## config.mk

```make
export PLATFORM = sky130hd
export DESIGN_NAME = sbus_frame_receiver_decoder
export DESIGN_NICKNAME = d
export VERILOG_FILES = /design/src/rtl/sbus_pkg.sv /design/src/rtl/sbus_front.sv /design/src/rtl/sbus_cmd_queue.sv /design/src/rtl/sbus_back.sv /design/src/rtl/sbus_frame_receiver_decoder.sv
export SDC_FILE = /design/constraint.sdc
export NUM_CORES = 1
export LEC_CHECK = 0
export BUFFER_PORTS_ARGS = -buffer_cell sky130_fd_sc_hd__clkbuf_2
export CAP_MARGIN = 20
export CORE_AREA = 2 2 272 274
export CTS_CLUSTER_DIAMETER = 120
export DETAILED_ROUTE_END_ITERATION = 8
export DIE_AREA = 0 0 274 276
export MAX_ROUTING_LAYER = met4
export PLACE_DENSITY = 0.52
export SKIP_LAST_GASP = 1
export SYNTH_ARGS = -nofsm -noshare
export SYNTH_HDL_FRONTEND = slang
export SYNTH_SLANG_ARGS = --single-unit
export TNS_END_PERCENT = 50
```

## constraint.sdc

```tcl
create_clock -name clock -period 6.55 [get_ports clock]
set_input_delay 0.9825 -clock clock [delete_from_list [all_inputs] [get_ports clock]]
set_output_delay 0.9825 -clock clock [all_outputs]
set_load 0.05 [all_outputs]
```

## src/rtl/sbus_pkg.sv

```systemverilog
// shared constants, types and codes of the s-bus frame receiver and decoder
package sbus_pkg;

   // frame geometry
   localparam int FRAME_BYTES   = 25;
   localparam int HEADER_SEARCH = 16;
   localparam int NCHAN         = 16;
   localparam int CHAN_W        = 11;
   localparam int BYTE_W        = 8;
   localparam int STREAM_BYTES  = NCHAN * CHAN_W / BYTE_W;
   localparam int FLAG_POS      = 23;

   // widths
   localparam int IDX_W     = 5;   // frame index 0..FRAME_BYTES
   localparam int HDR_W     = 5;   // header position 0..HEADER_SEARCH
   localparam int ADDR_W    = 6;   // read address, may run past the store
   localparam int CH_IDX_W  = 4;
   localparam int LIMIT_W   = 12;
   localparam int OFF_W     = 4;
   localparam int ACC_W     = CHAN_W - 1 + BYTE_W;
   localparam int NBITS_W   = 5;
   localparam int CSR_IDX_W = 1;

   // command queue
   localparam int CMD_DEPTH = 4;
   localparam int CMD_PTR_W = 2;
   localparam int CMD_CNT_W = 3;

   // protocol bytes and flag bits
   localparam logic [BYTE_W-1:0] SB_HEADER = 8'h0F;
   localparam logic [BYTE_W-1:0] SB_FOOTER = 8'h00;
   localparam int FLAG_LOST_BIT     = 2;
   localparam int FLAG_FAILSAFE_BIT = 3;

   // register file
   localparam logic [CSR_IDX_W-1:0] CSR_CHANNEL_LIMIT     = 1'b0;
   localparam logic [CSR_IDX_W-1:0] CSR_MAX_HEADER_OFFSET = 1'b1;
   localparam logic [LIMIT_W-1:0]   CHANNEL_LIMIT_RESET   = 12'd2048;
   localparam logic [OFF_W-1:0]     MAX_OFFSET_RESET      = 4'd0;

   typedef enum logic [1:0] {
      STATUS_OK     = 2'd0,
      STATUS_RANGE  = 2'd1,
      STATUS_OFFSET = 2'd2
   } status_type;

   typedef enum logic [2:0] {
      ST_IDLE,
      ST_FETCH,
      ST_TAKE,
      ST_FLAG_FETCH,
      ST_FLAG_TAKE,
      ST_EMIT
   } back_state_type;

   // one entry of the front-to-back queue
   typedef struct packed {
      logic              wr_en;
      logic [IDX_W-1:0]  wr_addr;
      logic [BYTE_W-1:0] wr_data;
      logic              decode;
      logic [HDR_W-1:0]  hdr_off;
   } cmd_type;

   // one decoded result
   typedef struct packed {
      logic [CH_IDX_W-1:0] ch_idx;
      logic [CHAN_W-1:0]   value;
      logic                in_range;
      status_type          status;
      logic                lost;
      logic                failsafe;
      logic                last;
   } rsp_type;

endpackage

```

## src/rtl/sbus_front.sv

```systemverilog
// front end: tracks frame index and header position, issues store and decode commands
module sbus_front import sbus_pkg::*; (
   input  logic              clock,
   input  logic              reset,
   input  logic              byte_valid,
   input  logic [BYTE_W-1:0] rx_byte,
   output cmd_type           cmd,
   output logic              cmd_valid
);

   logic [IDX_W-1:0]  frame_index_ff, frame_index_in;
   logic [BYTE_W-1:0] prev_ff;
   logic [HDR_W-1:0]  hdr_ff, hdr_in;
   logic [IDX_W-1:0]  idx_eff;
   logic              restart;
   logic              do_wr;
   logic              do_dec;

   always_comb begin
      restart = (rx_byte == SB_HEADER) && (prev_ff == SB_FOOTER);
      idx_eff = restart ? '0 : frame_index_ff;
      do_wr   = idx_eff < IDX_W'(FRAME_BYTES);
      frame_index_in = do_wr ? idx_eff + IDX_W'(1) : idx_eff;

      // first header position among the first HEADER_SEARCH bytes written since the frame restarted
      hdr_in = hdr_ff;
      if (do_wr) begin
         if (idx_eff == '0) begin
            hdr_in = (rx_byte == SB_HEADER) ? '0 : HDR_W'(HEADER_SEARCH);
         end else if ((hdr_ff == HDR_W'(HEADER_SEARCH)) &&
                      (idx_eff < IDX_W'(HEADER_SEARCH)) && (rx_byte == SB_HEADER)) begin
            hdr_in = idx_eff;
         end
      end

      do_dec = (rx_byte == SB_FOOTER) && (frame_index_in == IDX_W'(FRAME_BYTES));

      cmd.wr_en   = do_wr;
      cmd.wr_addr = idx_eff;
      cmd.wr_data = rx_byte;
      cmd.decode  = do_dec;
      cmd.hdr_off = hdr_in;
      cmd_valid   = byte_valid && (do_wr || do_dec);
   end

   always_ff @(posedge clock) begin
      if (reset) begin
         frame_index_ff <= '0;
         prev_ff        <= '0;
         hdr_ff         <= HDR_W'(HEADER_SEARCH);
      end else if (byte_valid) begin
         frame_index_ff <= frame_index_in;
         prev_ff        <= rx_byte;
         hdr_ff         <= hdr_in;
      end
   end

endmodule

```

## src/rtl/sbus_cmd_queue.sv

```systemverilog
// short command queue between front end and decoder
module sbus_cmd_queue import sbus_pkg::*; (
   input  logic    clock,
   input  logic    reset,
   input  logic    push,
   input  cmd_type push_data,
   input  logic    pop,
   output cmd_type head,
   output logic    full,
   output logic    empty
);

   cmd_type                slot_ff [CMD_DEPTH];
   logic [CMD_PTR_W-1:0]   wr_ptr_ff;
   logic [CMD_PTR_W-1:0]   rd_ptr_ff;
   logic [CMD_CNT_W-1:0]   count_ff;
   logic                   do_push;
   logic                   do_pop;

   assign full    = count_ff == CMD_CNT_W'(CMD_DEPTH);
   assign empty   = count_ff == '0;
   assign do_push = push && !full;
   assign do_pop  = pop && !empty;
   assign head    = slot_ff[rd_ptr_ff];

   always_ff @(posedge clock) begin
      if (reset) begin
         wr_ptr_ff <= '0;
         rd_ptr_ff <= '0;
         count_ff  <= '0;
      end else begin
         if (do_push) begin
            wr_ptr_ff <= wr_ptr_ff + CMD_PTR_W'(1);
         end
         if (do_pop) begin
            rd_ptr_ff <= rd_ptr_ff + CMD_PTR_W'(1);
         end
         case ({do_push, do_pop})
            2'b10:   count_ff <= count_ff + CMD_CNT_W'(1);
            2'b01:   count_ff <= count_ff - CMD_CNT_W'(1);
            default: count_ff <= count_ff;
         endcase
      end
   end

   always_ff @(posedge clock) begin
      if (do_push) begin
         slot_ff[wr_ptr_ff] <= push_data;
      end
   end

endmodule

```

## src/rtl/sbus_back.sv

```systemverilog
// back end: frame memory, bit-stream channel unpacker, flag update and result register
module sbus_back import sbus_pkg::*; (
   input  logic               clock,
   input  logic               reset,
   input  cmd_type            cmd,
   input  logic               cmd_avail,
   output logic               cmd_pop,
   input  logic [LIMIT_W-1:0] channel_limit,
   input  logic [OFF_W-1:0]   max_header_offset,
   output rsp_type            rsp,
   output logic               rsp_valid,
   input  logic               rsp_pop
);

   back_state_type state_ff, state_in;

   logic [BYTE_W-1:0]   store_mem [FRAME_BYTES];
   logic [BYTE_W-1:0]   rd_q_ff;
   logic                rd_zero_ff;
   logic [ADDR_W-1:0]   rd_addr_ff;
   logic [HDR_W-1:0]    off_ff;
   logic [ACC_W-1:0]    acc_ff;
   logic [NBITS_W-1:0]  nbits_ff;
   logic [CH_IDX_W-1:0] ch_ff;
   status_type          status_ff;
   logic [NCHAN-1:0]    updated_ff;
   logic [CHAN_W-1:0]   held_ff [NCHAN];
   logic                lost_ff;
   logic                failsafe_ff;
   rsp_type             out_ff;
   logic                out_valid_ff;

   logic                out_free;
   logic                mem_we;
   logic                out_load;
   logic [BYTE_W-1:0]   take_byte;
   logic [ACC_W-1:0]    sum;
   logic [NBITS_W-1:0]  nb;
   logic                have_chan;
   logic [CHAN_W-1:0]   chan_val;
   logic                chan_ok;
   logic                off_ok;
   logic                last_ch;

   // datapath terms
   always_comb begin
      out_free  = !out_valid_ff || rsp_pop;
      take_byte = rd_zero_ff ? '0 : rd_q_ff;
      sum       = acc_ff | (ACC_W'(take_byte) << nbits_ff);
      nb        = nbits_ff + NBITS_W'(BYTE_W);
      have_chan = nb >= NBITS_W'(CHAN_W);
      chan_val  = sum[CHAN_W-1:0];
      chan_ok   = {1'b0, chan_val} < channel_limit;
      off_ok    = cmd.hdr_off <= {1'b0, max_header_offset};
      last_ch   = ch_ff == CH_IDX_W'(NCHAN - 1);
   end

   // next state
   always_comb begin
      state_in = state_ff;
      case (state_ff)
         ST_IDLE: begin
            if (cmd_avail && cmd.decode) begin
               state_in = off_ok ? ST_FETCH : ST_EMIT;
            end
         end
         ST_FETCH:      state_in = ST_TAKE;
         ST_TAKE: begin
            state_in = (have_chan && last_ch) ? ST_FLAG_FETCH : ST_FETCH;
         end
         ST_FLAG_FETCH: state_in = ST_FLAG_TAKE;
         ST_FLAG_TAKE:  state_in = ST_EMIT;
         ST_EMIT: begin
            if (out_free && last_ch) begin
               state_in = ST_IDLE;
            end
         end
         default:       state_in = ST_IDLE;
      endcase
   end

   // control outputs
   always_comb begin
      cmd_pop  = (state_ff == ST_IDLE) && cmd_avail;
      mem_we   = cmd_pop && cmd.wr_en;
      out_load = (state_ff == ST_EMIT) && out_free;
   end

   // frame memory, registered read
   always_ff @(posedge clock) begin
      if (mem_we) begin
         store_mem[cmd.wr_addr] <= cmd.wr_data;
      end
      rd_q_ff    <= store_mem[rd_addr_ff[IDX_W-1:0]];
      rd_zero_ff <= rd_addr_ff >= ADDR_W'(FRAME_BYTES);
   end

   always_ff @(posedge clock) begin
      if (reset) begin
         state_ff     <= ST_IDLE;
         out_valid_ff <= 1'b0;
         lost_ff      <= 1'b0;
         failsafe_ff  <= 1'b0;
         ch_ff        <= '0;
         for (int i = 0; i < NCHAN; i++) begin
            held_ff[i] <= '0;
         end
      end else begin
         state_ff <= state_in;
         if (out_load) begin
            out_valid_ff <= 1'b1;
         end else if (rsp_pop) begin
            out_valid_ff <= 1'b0;
         end
         case (state_ff)
            ST_IDLE: begin
               if (cmd_pop && cmd.decode) begin
                  off_ff     <= cmd.hdr_off;
                  updated_ff <= '0;
                  ch_ff      <= '0;
                  acc_ff     <= '0;
                  nbits_ff   <= '0;
                  rd_addr_ff <= ADDR_W'(cmd.hdr_off) + ADDR_W'(1);
                  status_ff  <= off_ok ? STATUS_OK : STATUS_OFFSET;
               end
            end
            ST_TAKE: begin
               if (have_chan) begin
                  acc_ff   <= sum >> CHAN_W;
                  nbits_ff <= nb - NBITS_W'(CHAN_W);
                  ch_ff    <= ch_ff + CH_IDX_W'(1);
                  if (chan_ok) begin
                     held_ff[ch_ff]    <= chan_val;
                     updated_ff[ch_ff] <= 1'b1;
                  end else begin
                     status_ff <= STATUS_RANGE;
                  end
                  // after the last channel go fetch the flag byte
                  rd_addr_ff <= last_ch ? ADDR_W'(off_ff) + ADDR_W'(FLAG_POS)
                                        : rd_addr_ff + ADDR_W'(1);
               end else begin
                  acc_ff     <= sum;
                  nbits_ff   <= nb;
                  rd_addr_ff <= rd_addr_ff + ADDR_W'(1);
               end
            end
            ST_FLAG_TAKE: begin
               if (take_byte[FLAG_LOST_BIT]) begin
                  lost_ff <= 1'b1;
               end
               if (take_byte[FLAG_FAILSAFE_BIT]) begin
                  failsafe_ff <= 1'b1;
               end
            end
            ST_EMIT: begin
               if (out_load) begin
                  out_ff.ch_idx   <= ch_ff;
                  out_ff.value    <= held_ff[ch_ff];
                  out_ff.in_range <= updated_ff[ch_ff];
                  out_ff.status   <= status_ff;
                  out_ff.lost     <= lost_ff;
                  out_ff.failsafe <= failsafe_ff;
                  out_ff.last     <= last_ch;
                  ch_ff           <= ch_ff + CH_IDX_W'(1);
               end
            end
            default: begin
            end
         endcase
      end
   end

   assign rsp       = out_ff;
   assign rsp_valid = out_valid_ff;

endmodule

```

## src/rtl/sbus_frame_receiver_decoder.sv

```systemverilog
// top level of the s-bus frame receiver and decoder
//
//   channel  ports                         handshake          moves
//   req      req_rx_byte                   push / full        one received byte
//   rsp      rsp_channel_index .. last     empty / pop        one decoded channel item
//   csr      csr_index, csr_wdata          csr_we             register write, no wait
//
// a byte is taken when the command queue has room and is queued for the decoder;
// a byte that only stores is popped and written while the back end is idle. a footer
// that completes a frame runs a fetch and a take state per stream byte (22 bytes), then
// the flag byte, then 16 emits, as the frame memory read is registered. a rejected frame only emits.
// reset is synchronous and clears index, flags, held channels and the queues;
// the frame memory itself is not cleared. full rises when the four-entry
// command queue fills; results wait in one output register while pop is low
module sbus_frame_receiver_decoder import sbus_pkg::*; (
   input  logic                 clock,
   input  logic                 reset,
   // byte input
   input  logic                 req_push,
   output logic                 req_full,
   input  logic [BYTE_W-1:0]    req_rx_byte,
   // decoded channel items
   output logic                 rsp_empty,
   input  logic                 rsp_pop,
   output logic [CH_IDX_W-1:0]  rsp_channel_index,
   output logic [CHAN_W-1:0]    rsp_channel_value,
   output logic                 rsp_value_in_range,
   output logic [1:0]           rsp_frame_status,
   output logic                 rsp_frame_lost_flag,
   output logic                 rsp_failsafe_flag,
   output logic                 rsp_last_of_frame,
   // register writes
   input  logic                 csr_we,
   input  logic [CSR_IDX_W-1:0] csr_index,
   input  logic [LIMIT_W-1:0]   csr_wdata
);

   logic [LIMIT_W-1:0] channel_limit_ff;
   logic [OFF_W-1:0]   max_offset_ff;

   logic    byte_take;
   cmd_type front_cmd;
   logic    front_cmd_valid;
   cmd_type queue_head;
   logic    queue_full;
   logic    queue_empty;
   logic    back_pop;
   rsp_type back_rsp;
   logic    back_rsp_valid;

   // register file
   always_ff @(posedge clock) begin
      if (reset) begin
         channel_limit_ff <= CHANNEL_LIMIT_RESET;
         max_offset_ff    <= MAX_OFFSET_RESET;
      end else if (csr_we) begin
         case (csr_index)
            CSR_CHANNEL_LIMIT:     channel_limit_ff <= csr_wdata;
            CSR_MAX_HEADER_OFFSET: max_offset_ff    <= csr_wdata[OFF_W-1:0];
            default: begin
            end
         endcase
      end
   end

   // a byte is taken whenever the command queue has room
   assign req_full  = queue_full;
   assign byte_take = req_push && !queue_full;

   sbus_front u_front (
      .clock      (clock),
      .reset      (reset),
      .byte_valid (byte_take),
      .rx_byte    (req_rx_byte),
      .cmd        (front_cmd),
      .cmd_valid  (front_cmd_valid)
   );

   // store writes and decode requests stay in order, so later bytes
   // cannot overwrite the frame before it is decoded
   sbus_cmd_queue u_cmd_queue (
      .clock     (clock),
      .reset     (reset),
      .push      (front_cmd_valid),
      .push_data (front_cmd),
      .pop       (back_pop),
      .head      (queue_head),
      .full      (queue_full),
      .empty     (queue_empty)
   );

   sbus_back u_back (
      .clock             (clock),
      .reset             (reset),
      .cmd               (queue_head),
      .cmd_avail         (!queue_empty),
      .cmd_pop           (back_pop),
      .channel_limit     (channel_limit_ff),
      .max_header_offset (max_offset_ff),
      .rsp               (back_rsp),
      .rsp_valid         (back_rsp_valid),
      .rsp_pop           (rsp_pop)
   );

   // result ports
   assign rsp_empty           = !back_rsp_valid;
   assign rsp_channel_index   = back_rsp.ch_idx;
   assign rsp_channel_value   = back_rsp.value;
   assign rsp_value_in_range  = back_rsp.in_range;
   assign rsp_frame_status    = back_rsp.status;
   assign rsp_frame_lost_flag = back_rsp.lost;
   assign rsp_failsafe_flag   = back_rsp.failsafe;
   assign rsp_last_of_frame   = back_rsp.last;

   // channels of a frame come out in ascending order
   assert property (@(posedge clock) disable iff (reset)
      (rsp_pop && !rsp_empty && !rsp_last_of_frame) |=>
         (rsp_empty || (rsp_channel_index == $past(rsp_channel_index) + CH_IDX_W'(1))))
      else $error("channel index did not advance within a frame");

   // the frame marker sits on the highest channel only
   assert property (@(posedge clock) disable iff (reset)
      !rsp_empty |-> (rsp_last_of_frame == (rsp_channel_index == CH_IDX_W'(NCHAN - 1))))
      else $error("last_of_frame out of step with channel index");

   // status stays the same over all items of one frame
   assert property (@(posedge clock) disable iff (reset)
      (rsp_pop && !rsp_empty && !rsp_last_of_frame) |=>
         (rsp_empty || (rsp_frame_status == $past(rsp_frame_status))))
      else $error("frame status changed inside a frame");

endmodule

```

==> flow_summary.yaml <==
logic_synthesis:
  ys_types: 63
  synth_warnings: 0
  syn-cell-area_um2: 25220
  yosysTopAreaCellShare_pct: 62.99
  synth.most_common_cell: "edfxtp_1"
  async_reset_ff_share_pct: 0
  yosysTopAreaCell: "edfxtp_1"
  synth_cells: 1689
  synth_area_leaders: "edfxtp_1 63%, mux4_2 12%, dfxtp_1 4.9%"
  synth_enable_flop_cells: 529
  synth_seq_cells: 591
  syn-num-nets: 1748
  synth_flop_cell: "edfxtp_1"
  yosysSeqAreaShare_pct: 67.91
  syn_area_per_cell_um2: 14.93
  netlist_top_cells_count: "529 x edfxtp_1, 272 x nor2_1, 140 x nand2_1, 137 x mux4_2, 79 x clkbuf_1"
setup_path:
  cp_max_fo: 18
  cp.arrival_ps: 5470
  cpMostUsedCell: "buf_4"
  path_cells: "mux2i_1 > nor2_1 > mux2_2 > a221o_1 > a21oi_2 > buf_4 > inv_1 > ha_1 > a211oi_1 > o21ai_0 > a221oi_2 > buf_4 > nand4_1 > nand2_1"
  critPathCaptureType: "register"
  path_class: "register to register"
  startpoint_type: "register"
  critPathSlowestCell: "a221oi_2"
  rr_worst_depth: 14
  slowest_delay_ps: 800
  cp_data_required_time_ps: 6830
timing:
  fin_crit_sh_pct: 79.30
  fmax_mhz: 192.5
  slew_headroom_pct: 30.11
  whs_ps: 426.9
  fin_skew_ps: 53.70
  fin_setup_tns_ps: 0
  finalWorstSetupSlack_ps: 1356
  tightest_slew_ps: 1048
  rsz0062_at_grt: "no"
  finalSetupViolations: 0
  slew_violations: 0
  period_minus_slack_ps: 5194
  hold_violations: 0
grt:
  track_usage_pct: 15.82
  grt_antenna_before_repair: 1
  grt_pass1_vias: 14220
  grt_max_degree: 54
  grt_pass1_wl_um: 88090
  overflow: 0
drt:
  vias: 14160
  avgRoutedWirePerCell_um: 21.23
  drt-initial-drc-count: 1202
  viasPerCell: 5.193
  postRouteAntennaNets: 0
  drc: 0
  first_pass_iters: 5
  routed_wl_um: 57870
placed_design:
  post-place-ws_ps: 1391
  hpwl_um: 37760
  io_buffer_count: 48
  placed_area_um2: 26430
  routabilityCongestion: 0.8357
  placed_cells: 2614
run_status:
  outcome: "completed"
power_and_ir_drop:
  peakVddDrop_mv: 0.2275
  pwr-share-comb_pct: 20.7
  total_power_mw: 10.49
  leakage_nw: 9.513
  p_int_mw: 7.462
  seqPwrFrac_pct: 45.9
  swShare_pct: 28.90
  power.density_nw_per_um2: 368.1
  clockPowerShare_pct: 33.4
  switchingPower_mw: 3.033
cts:
  clk_latency_ps: 660
  clk_pin_slew_ps: 60
  hold_buffers: 0
  clock_path_buffers: 3
  post_cts_buffers: 0
  cts-resized-gates: 0
  numCtsBuffers: 61
  cts.sinks: 591
  clockRootBuffer: "clkbuf_16"
  cts_max_level: 2
  cts_tree: "done"
floorplanning:
  start_util_pct: 34.75
  core-area_um2: 72590
  fp.dieH_um: 276
  pin_count: 49
  die-area_um2: 75620
  row_count: 99
  fp.dieW_um: 274
layout:
  antenna_cells: 0
  fin_cells: 2726
  layout.nets: 1780
  utilization_pct: 39.28
  drive_above_1_share_pct: 18.68
  n_fill_cell: 6788
  area_growth_pct: 13.06
  fin_area_um2: 28510
flow_run:
  cap_viol_max_count: 0
hold_path:
  hp-class: "register to register"
  min_path_cells: 0
final timing paths:
kind	start	to	slack [ps]
setup / recovery	u_back.nbits_ff[0]	u_back.held_ff[9][3]	1360
hold / removal	u_back.status_ff[0]	u_back.rsp[3]	430
setup reg to reg	u_back.nbits_ff[0]	u_back.held_ff[9][3]	1360
hold reg to reg	u_back.status_ff[0]	u_back.rsp[3]	430
layer usage:
layer / part of all wire, % / track usage [%] / vias up / wire (um)
met3: 5.3 / 2.284 / 113 / 3072
met1: 44 / 21.62 / 7133 / 25570
met2: 48 / 24.46 / 438 / 27660
met4: 2.7 / 4.919 / 0 / 1561
li1: - / - / 6471 / -
met5: 0 / - / - / 0
critical path, delay by kind of cell (launching register included):
family / cells / cell delay (ps)
AND/OR/NAND/NOR: 3 / 780
multiplexers: 2 / 620
adder cells (fa/ha/maj): 1 / 320
flip-flops: 1 / 750
AO/OA/AOI/OAI: 5 / 1650
buffers and inverters: 3 / 720
registers in the layout, indices dropped and copies added, names as in the netlist, 6 cells and up, named ones only:
signal               cells
u_cmd_queue.slot_ff     80
u_back.acc_ff           18
u_front.prev_ff          8
u_back.updated_ff       16
u_back.store_mem       200
u_back.rd_addr_ff        6
u_back.held_ff         176
channel_limit_ff        12
u_back.rsp              21
u_back.rd_q_ff           8
cells in the final DEF, fill, tap and decap left out, drive strengths merged, types with 11 or more instances in the layout:
cell type  netlist  final
inv             47     48
nand4           17     17
edfxtp         529    529
nor2b           11     11
dfxtp           62     62
a21oi           65     65
clkinv           2     26
nand2          140    140
buf             23     23
and2            15     15
nor2           272    272
mux2i           15     15
mux4           137    137
mux2            16     16
nand3           44     44
ha              32     32
o21ai           28     28
clkbuf          79    119
nand2b          11     11
nor3            12     12
area by class of cell:
type / instances / area [um^2] / share of cell area, %
clock buffer: 71 / 1564 / 5.485
sequential: 591 / 17130 / 60.08
timing repair buffer: 71 / 456.7 / 1.602
multi-input combinational: 947 / 7520 / 26.37
inverter: 49 / 183.9 / 0.6450
clock inverter: 38 / 457.9 / 1.606
tap: 959 / 1200 / 4.208
power by group through the flow:
stage / clock network (mW) / logic [mW] / registers, mW
CTS: 3.58 / 2.12 / 4.89
floorplan: 0 / 1.54 / 4.77
finish: 3.51 / 2.17 / 4.82
global route: 3.73 / 2.37 / 4.85
global placement: 0 / 2.08 / 4.96
detailed placement: 0 / 2.11 / 4.97
cells by family (layout without fill, tap and decap cells):
logic type	after synthesis	in the layout	synth area share, %
flops	591	591	67.91
simple gates	561	561	9.674
mux	168	168	13.56
fa+ha+maj	33	33	1.667
buf+inv	151	229	2.322
compound gates	167	167	4.247
xor+xnor	18	18	0.6251
No activity file was read; power rests on OpenSTA's default activity.
